File: src/rtl/core/wspid_pkg.sv
// Shared widths, limits, register indexes and types for the wheel speed PID core.
// Used by the channel interfaces, the error stage and the top level.
package wspid_pkg;

    localparam int SPEED_W   = 16;
    localparam int GAIN_W    = 16;
    localparam int ERR_W     = 17;
    localparam int INTEG_W   = 15;
    localparam int DRIVE_W   = 15;
    localparam int PROD_W    = 33;
    localparam int ACC_W     = 35;
    localparam int FRAC_BITS = 8;
    localparam int CFG_IDX_W = 2;

    localparam int INPUT_LIMIT    = 20000;
    localparam int TARGET_LIMIT   = 10000;
    localparam int INTEGRAL_LIMIT = 10000;
    localparam int OUTPUT_LIMIT   = 10000;

    localparam logic [CFG_IDX_W-1:0] REG_PROP_GAIN  = 2'd0;
    localparam logic [CFG_IDX_W-1:0] REG_INTEG_GAIN = 2'd1;
    localparam logic [CFG_IDX_W-1:0] REG_DERIV_GAIN = 2'd2;

    typedef logic signed [SPEED_W-1:0] speed_t;
    typedef logic signed [GAIN_W-1:0]  gain_t;
    typedef logic signed [ERR_W-1:0]   err_t;
    typedef logic signed [INTEG_W-1:0] integ_t;
    typedef logic signed [DRIVE_W-1:0] drive_t;
    typedef logic signed [PROD_W-1:0]  prod_t;
    typedef logic signed [ACC_W-1:0]   acc_t;

    // Terms handed from the error stage to the multiply stage
    typedef struct packed {
        err_t   err;
        integ_t integral;
        err_t   deriv;
    } err_terms_t;

    // Symmetric saturation to +/-lim
    function automatic acc_t sat(input acc_t x, input int lim);
        acc_t hi;
        acc_t lo;
        hi = ACC_W'(lim);
        lo = -ACC_W'(lim);
        if (x > hi)
            return hi;
        else if (x < lo)
            return lo;
        else
            return x;
    endfunction

endpackage

File: src/rtl/core/wspid_sample_if.sv
// Input channel: measured and target wheel speed, valid/ready handshake.
// Depends on wspid_pkg for field types.
interface wspid_sample_if;
    logic             valid;
    logic             ready;
    wspid_pkg::speed_t measured;
    wspid_pkg::speed_t setpoint;

    modport source (output valid, output measured, output setpoint, input ready);
    modport sink   (input valid, input measured, input setpoint, output ready);
endinterface

File: src/rtl/core/wspid_result_if.sv
// Output channel: saturated drive command, valid/ready handshake.
// Depends on wspid_pkg for the field type.
interface wspid_result_if;
    logic             valid;
    logic             ready;
    wspid_pkg::drive_t drive;

    modport source (output valid, output drive, input ready);
    modport sink   (input valid, input drive, output ready);
endinterface

File: src/rtl/core/wspid_cfg_if.sv
// Configuration write channel: register index and data, valid/ready handshake.
// Depends on wspid_pkg for widths.
interface wspid_cfg_if;
    logic                                valid;
    logic                                ready;
    logic [wspid_pkg::CFG_IDX_W-1:0]     index;
    logic [wspid_pkg::GAIN_W-1:0]        data;

    modport source (output valid, output index, output data, input ready);
    modport sink   (input valid, input index, input data, output ready);
endinterface

File: src/rtl/core/wspid_err_stage.sv
// Error stage: clamps speeds, forms error, clamped integral and derivative.
// Holds the loop state (previous error, integral). Depends on wspid_pkg.
module wspid_err_stage (
    input  logic                    clk,
    input  logic                    rst_n,
    input  logic                    load,
    input  wspid_pkg::speed_t       measured,
    input  wspid_pkg::speed_t       setpoint,
    output wspid_pkg::err_terms_t   terms
);

    wspid_pkg::err_t   prev_error_reg;
    wspid_pkg::err_t   prev_error_next;
    wspid_pkg::integ_t integral_reg;
    wspid_pkg::integ_t integral_next;
    wspid_pkg::err_t   deriv_reg;
    wspid_pkg::err_t   deriv_next;

    wspid_pkg::err_t   meas_c;
    wspid_pkg::err_t   targ_c;
    wspid_pkg::acc_t   integ_sum;

    always_comb
    begin
        meas_c = wspid_pkg::ERR_W'(wspid_pkg::sat(wspid_pkg::ACC_W'(measured),
                                                  wspid_pkg::INPUT_LIMIT));
        targ_c = wspid_pkg::ERR_W'(wspid_pkg::sat(wspid_pkg::ACC_W'(setpoint),
                                                  wspid_pkg::TARGET_LIMIT));
        prev_error_next = targ_c - meas_c;
        integ_sum = wspid_pkg::ACC_W'(integral_reg) + wspid_pkg::ACC_W'(prev_error_next);
        integral_next = wspid_pkg::INTEG_W'(wspid_pkg::sat(integ_sum,
                                                           wspid_pkg::INTEGRAL_LIMIT));
        deriv_next = prev_error_next - prev_error_reg;
    end

    // State advances only when a beat moves into this stage, so the held
    // values always belong to the item sitting here.
    always_ff @(posedge clk or negedge rst_n)
    begin
        if (!rst_n)
        begin
            prev_error_reg <= '0;
            integral_reg   <= '0;
        end
        else if (load)
        begin
            prev_error_reg <= prev_error_next;
            integral_reg   <= integral_next;
        end
    end

    always_ff @(posedge clk)
    begin
        if (load)
            deriv_reg <= deriv_next;
    end

    assign terms.err      = prev_error_reg;
    assign terms.integral = integral_reg;
    assign terms.deriv    = deriv_reg;

endmodule

File: src/rtl/core/wheel_speed_pid_antiwindup_core.sv
// Top level of the wheel speed PID core with integral clamp and output saturation.
// Depends on wspid_pkg, the three channel interfaces and wspid_err_stage.
//
//  channel | dir | payload                     | accepted when
//  sample  | in  | measured, setpoint (s16)    | sample.valid & sample.ready
//  result  | out | drive (s15)                 | result.valid & result.ready
//  cfg     | in  | index (2b), data (s16 gain) | cfg.valid & cfg.ready
//
// Four register stages: input, error/integral, products, drive. Result valid
// rises when the sample reaches the drive stage, and one sample per cycle is
// sustained while the result is not stalled. The error stage closes the
// integral and previous-error loop from its own registers. A stalled result
// holds only the stages behind it that are full, so empty stages keep taking
// samples. Reset clears gains, loop state and valids. cfg is always ready;
// writes to an unused index are dropped.
module wheel_speed_pid_antiwindup_core (
    input  logic              clk,
    input  logic              rst_n,
    wspid_sample_if.sink      sample,
    wspid_result_if.source    result,
    wspid_cfg_if.sink         cfg
);

    wspid_pkg::gain_t prop_gain_reg;
    wspid_pkg::gain_t integ_gain_reg;
    wspid_pkg::gain_t deriv_gain_reg;

    logic v1_reg;
    logic v2_reg;
    logic v3_reg;
    logic v4_reg;

    logic rdy1;
    logic rdy2;
    logic rdy3;
    logic rdy4;

    wspid_pkg::speed_t meas_reg;
    wspid_pkg::speed_t setp_reg;

    wspid_pkg::err_terms_t terms;

    wspid_pkg::prod_t pp_reg;
    wspid_pkg::prod_t pi_reg;
    wspid_pkg::prod_t pd_reg;
    wspid_pkg::prod_t pp_next;
    wspid_pkg::prod_t pi_next;
    wspid_pkg::prod_t pd_next;

    wspid_pkg::acc_t   acc;
    wspid_pkg::acc_t   shifted;
    wspid_pkg::drive_t drive_reg;
    wspid_pkg::drive_t drive_next;

    // Each stage may load when it is empty or the stage ahead takes its beat
    assign rdy4 = !v4_reg || result.ready;
    assign rdy3 = !v3_reg || rdy4;
    assign rdy2 = !v2_reg || rdy3;
    assign rdy1 = !v1_reg || rdy2;

    assign sample.ready = rdy1;
    assign cfg.ready    = 1'b1;

    // Gain registers
    always_ff @(posedge clk or negedge rst_n)
    begin
        if (!rst_n)
        begin
            prop_gain_reg  <= '0;
            integ_gain_reg <= '0;
            deriv_gain_reg <= '0;
        end
        else if (cfg.valid)
        begin
            unique case (cfg.index)
                wspid_pkg::REG_PROP_GAIN:  prop_gain_reg  <= cfg.data;
                wspid_pkg::REG_INTEG_GAIN: integ_gain_reg <= cfg.data;
                wspid_pkg::REG_DERIV_GAIN: deriv_gain_reg <= cfg.data;
                default:                   ;
            endcase
        end
    end

    // Stage valids
    always_ff @(posedge clk or negedge rst_n)
    begin
        if (!rst_n)
        begin
            v1_reg <= 1'b0;
            v2_reg <= 1'b0;
            v3_reg <= 1'b0;
            v4_reg <= 1'b0;
        end
        else
        begin
            if (rdy1)
                v1_reg <= sample.valid;
            if (rdy2)
                v2_reg <= v1_reg;
            if (rdy3)
                v3_reg <= v2_reg;
            if (rdy4)
                v4_reg <= v3_reg;
        end
    end

    // Input register
    always_ff @(posedge clk)
    begin
        if (rdy1 && sample.valid)
        begin
            meas_reg <= sample.measured;
            setp_reg <= sample.setpoint;
        end
    end

    wspid_err_stage u_err (
        .clk      (clk),
        .rst_n    (rst_n),
        .load     (rdy2 && v1_reg),
        .measured (meas_reg),
        .setpoint (setp_reg),
        .terms    (terms)
    );

    // Product stage
    always_comb
    begin
        pp_next = wspid_pkg::PROD_W'(prop_gain_reg)  * wspid_pkg::PROD_W'(terms.err);
        pi_next = wspid_pkg::PROD_W'(integ_gain_reg) * wspid_pkg::PROD_W'(terms.integral);
        pd_next = wspid_pkg::PROD_W'(deriv_gain_reg) * wspid_pkg::PROD_W'(terms.deriv);
    end

    always_ff @(posedge clk)
    begin
        if (rdy3 && v2_reg)
        begin
            pp_reg <= pp_next;
            pi_reg <= pi_next;
            pd_reg <= pd_next;
        end
    end

    // Sum, drop the gain fraction (floor), saturate
    always_comb
    begin
        acc = wspid_pkg::ACC_W'(pp_reg) + wspid_pkg::ACC_W'(pi_reg)
            + wspid_pkg::ACC_W'(pd_reg);
        shifted = acc >>> wspid_pkg::FRAC_BITS;
        drive_next = wspid_pkg::DRIVE_W'(wspid_pkg::sat(shifted, wspid_pkg::OUTPUT_LIMIT));
    end

    always_ff @(posedge clk)
    begin
        if (rdy4 && v3_reg)
            drive_reg <= drive_next;
    end

    assign result.valid = v4_reg;
    assign result.drive = drive_reg;

endmodule
File: src/flat_wrapper.sv
// flat-port wrapper written by rule: the top's interface ports become plain ports
module wheel_speed_pid_antiwindup_core_flat 
  (clk, rst_n, sample_valid, sample_measured, sample_setpoint, sample_ready, result_valid, result_drive, result_ready, cfg_valid, cfg_index, cfg_data, cfg_ready);
  wspid_sample_if sample_i ();
  wspid_result_if result_i ();
  wspid_cfg_if cfg_i ();
  input  logic clk;
  input  logic rst_n;
  input wire logic [$bits(sample_i.valid)-1:0] sample_valid;
  input wire logic [$bits(sample_i.measured)-1:0] sample_measured;
  input wire logic [$bits(sample_i.setpoint)-1:0] sample_setpoint;
  output wire logic [$bits(sample_i.ready)-1:0] sample_ready;
  output wire logic [$bits(result_i.valid)-1:0] result_valid;
  output wire logic [$bits(result_i.drive)-1:0] result_drive;
  input wire logic [$bits(result_i.ready)-1:0] result_ready;
  input wire logic [$bits(cfg_i.valid)-1:0] cfg_valid;
  input wire logic [$bits(cfg_i.index)-1:0] cfg_index;
  input wire logic [$bits(cfg_i.data)-1:0] cfg_data;
  output wire logic [$bits(cfg_i.ready)-1:0] cfg_ready;
  assign sample_i.valid = sample_valid;
  assign sample_i.measured = sample_measured;
  assign sample_i.setpoint = sample_setpoint;
  assign sample_ready = sample_i.ready;
  assign result_valid = result_i.valid;
  assign result_drive = result_i.drive;
  assign result_i.ready = result_ready;
  assign cfg_i.valid = cfg_valid;
  assign cfg_i.index = cfg_index;
  assign cfg_i.data = cfg_data;
  assign cfg_ready = cfg_i.ready;
  wheel_speed_pid_antiwindup_core u_core (.clk(clk), .rst_n(rst_n), .sample(sample_i), .result(result_i), .cfg(cfg_i));
endmodule
File: config.mk
export PLATFORM = sky130hd
export DESIGN_NAME = wheel_speed_pid_antiwindup_core_flat
export DESIGN_NICKNAME = d
export VERILOG_FILES = /design/src/rtl/core/wspid_pkg.sv /design/src/rtl/core/wspid_sample_if.sv /design/src/rtl/core/wspid_result_if.sv /design/src/rtl/core/wspid_cfg_if.sv /design/src/rtl/core/wspid_err_stage.sv /design/src/rtl/core/wheel_speed_pid_antiwindup_core.sv /design/src/flat_wrapper.sv
export SDC_FILE = /design/constraint.sdc
export NUM_CORES = 2
export LEC_CHECK = 0
export ABC_AREA = 1
export BUFFER_PORTS_ARGS = -buffer_cell sky130_fd_sc_hd__buf_2
export CORE_MARGIN = 4
export CORE_UTILIZATION = 45
export DETAILED_ROUTE_END_ITERATION = 7
export PLACE_DENSITY = 0.61
export SLEW_MARGIN = 0
export SYNTH_ARGS = -nofsm -noshare
export SYNTH_HDL_FRONTEND = slang
export SYNTH_SLANG_ARGS = --single-unit
File: constraint.sdc
create_clock -name clk -period 6.9 [get_ports clk]
set_clock_uncertainty 0.15 [all_clocks]
set_input_delay 1.38 -clock clk [delete_from_list [all_inputs] [get_ports clk]]
set_output_delay 1.38 -clock clk [all_outputs]
set_load 0.01 [all_outputs]
==> metrics.md <==
| Metric | Value |
|---|---|
| Final Critical Period | 6.541 ns |
| Maximum clock frequency | 0.1529 GHz |
| Finished layout cell area | 47070 sq um |
| Number of global-route vias before repair | 34274 |
| Main synth FF type | edfxtp_1 |
| CTS tree | yes |
| Largest net degree at the start of global routing | 57 |
| Post-synthesis cell type count | 48 |
| Commonest cells after routing, fill and taps aside | 1377 x inv_1, 1304 x nand2_1, 822 x fa_1 |
| Critical path peak fanout | 14 |
| Crit path launch type | flop |
| Global-route wire length before repair | 190.1 mm |
| Sum Neg Setup Slack | 0 ns |
| Clock sink count | 245 |
| Routed wire per std cell | 17.90 um |
| Critical Path RT | 7.10 ns |
| Die Width | 320.4 um |
| Clock latency on the worst-skew pair | 0.60 ns |
| Count of final max-slew check failures | 0 |
| Final setup vio count | 0 |
| Yosys top cell by area | fa_1 |
| Num CTS Buffers | 28 |
| Yosys top cell area share | 0.3747 |
| CTS root buffer | clkbuf_16 |
| GRT Util Overall | 0.2363 |
| Most common cell after layout, fill and taps aside | inv_1 |
| DRC violations left | 0 |
| Cell Area, Synth | 43920 sq um |
| RSZ-0062 raised after global routing | no |
| Deepest clock path buffer count | 3 |
| Drt pass-1 iters | 6 |
| IO Count | 73 |
| Worst-case reg-to-reg path depth | 18 |
| Top cells by area, synth | fa_1 37%, inv_1 12%, nand2_1 11%, edfxtp_1 11%, ha_1 9.6% |
| Vias | 32776 |
| Post-synth ARST share | 0.3429 |
| Placed cell area | 46050 sq um |
| Ys Warns | 0 |
| CTS Hold Bufs | 0 |
| Critical Path End Type | flop |
| Max_cap viols | 0 |
| Reg2reg start | u_core.prop_gain_reg[5] |
| Hold Path End | u_core.result.valid |
| Die height | 320.4 um |
| Hold depth | 2 |
| Seq/Total Area, Yosys | 0.1579 |
| RePlAce Congestion | 0.9122 |
| Initial drt markers | 2267 |
| Hold Crit Class | reg2reg |
| Initial antenna violation count | 5 |
| Routed Antenna Nets | 0 |
| FP Rows | 114 |
| Syn Nets | 6443 |
| Fin crit share | 0.9480 |
| Fin nets | 6478 |
| Post-synth EDFFs | 161 |
| Slew HR | 0.2743 |
| Worst Path Arrival | 6.74 ns |
| Final WL | 117.6 mm |
| Post-DR vias/cell | 4.990 |
| DP Cell Count | 6511 |
| Initial Utilization | 0.4541 |
| Clk pin slew, worst setup/hold paths | 0.06 ns |
| Status | completed |
| Postcts setup bufs | 0 |
| Post-CTS sizing | 0 |
| Non-filler cells in the finished layout | 6568 |
| Cells after Synth | 5230 |
| Final Hold Fails | 0 |
| Gr ovfl total | 0 |
| Syn Area/Cell | 8.398 sq um |
| Worst setup path class | reg2reg |
| Ratio of cells with drive above 1 in the final layout | 0.05636 |
| Area grow syn2layout | 7.179% |
| Worst hold start | u_core.v3_reg |
| Htree depth | 1 |
| Die ar. | 102700 sq um |
| R2r endpoint | u_core.pp_reg[28] |
| Setup slack, reg-to-reg | 0.36 ns |
| Slew @ Worst Pin | 1.087 ns |
| Tightest hold margin | 0.3207 ns |
| Core area | 96710 sq um |
| Detailed Place HPWL | 99.49 mm |
| IO Port Bufs | 71 |
| Register bit total from synthesis | 245 |
[cell type report]
cell class	count	area [sq um]
Antenna cell	5	12.51
Fill cell	9470	49640
Timing Repair Buffer	184	1219
Inverter	1380	5182
Multi-Input combinational cell	3426	31130
Tap cell	1276	1597
Sequential cell	245	6942
Clock inverter	15	249.0
Clock buffer	37	744.5
[per-stage QoR]
step | setup WS [ns] | utilization
floorplan | 0.4391 | -
global placement | 0.3836 | 0.4762
detailed placement | 0.3048 | 0.4762
CTS | 0.2830 | 0.4865
global route | 0.01191 | 0.4866
finish | 0.3588 | 0.4868
[routing by layer]
layer,GRT usage,wire (um),vias to the layer above
met5,0,0,-
met4,0.03908,2268,0
met2,0.3846,54370,907
li1,-,-,15467
met1,0.3416,53050,16286
met3,0.03679,7864,116
[worst max-delay path, cell delays in order (launching register included)]
cell and delay, ns:
dfrtp_1 0.73, nand2_1 0.10, inv_1 0.13, fa_1 0.48
fa_1 0.53, inv_1 0.33, fa_1 0.51, fa_1 0.60
fa_1 0.44, fa_1 0.49, inv_1 0.04, ha_1 0.36
nand2_1 0.11, nor3_1 0.29, nand3_1 0.12, nand3_1 0.22
nand3_1 0.10, nand2_1 0.15, xor2_1 0.40
[cells by family (layout without fill, tap and decap cells)]
| group | Yosys count | in the layout | synth area share |
|---|---|---|---|
| adder cells (fa/ha/maj) | 1158 | 1158 | 0.4704 |
| AO/OA/AOI/OAI | 430 | 430 | 0.05333 |
| other | 1 | 6 | 0.00008538 |
| flip-flops | 245 | 245 | 0.1579 |
| AND/OR/NAND/NOR | 1686 | 1686 | 0.1541 |
| buffers and inverters | 1559 | 1616 | 0.1338 |
| XOR/XNOR | 151 | 151 | 0.03028 |
[worst max-delay path by stage]
| stage | startpoint | end | slack (ns) | cells after the start |
|---|---|---|---|---|
| after floorplan | u_core.integ_gain_reg[15] | u_core.pi_reg[30] | 0.44 | 22 |
| after global placement | u_core.integ_gain_reg[15] | u_core.pi_reg[30] | 0.38 | 20 |
| after detailed placement | u_core.prop_gain_reg[4] | u_core.pp_reg[32] | 0.30 | 19 |
| after CTS | u_core.prop_gain_reg[4] | u_core.pp_reg[28] | 0.28 | 18 |
| after global routing | u_core.meas_reg[0] | u_core.u_err.integral_reg[0] | 0.01 | 33 |
| final | u_core.prop_gain_reg[5] | u_core.pp_reg[28] | 0.36 | 18 |
[synthesized netlist by cell type (all sizes together) (21+ instances only)]
master	instances
edfxtp	161
nand4	21
a21oi	187
or2	34
nor3	24
o21ai	169
xor2	95
nand3	99
fa	822
nand2	1314
ha	336
xnor2	56
clkbuf	166
dfrtp	84
nor2	171
inv	1380
Power is left out: the tool's default activity adds up to more than one toggle a clock period on the data nets, which glitch-free logic cannot reach.
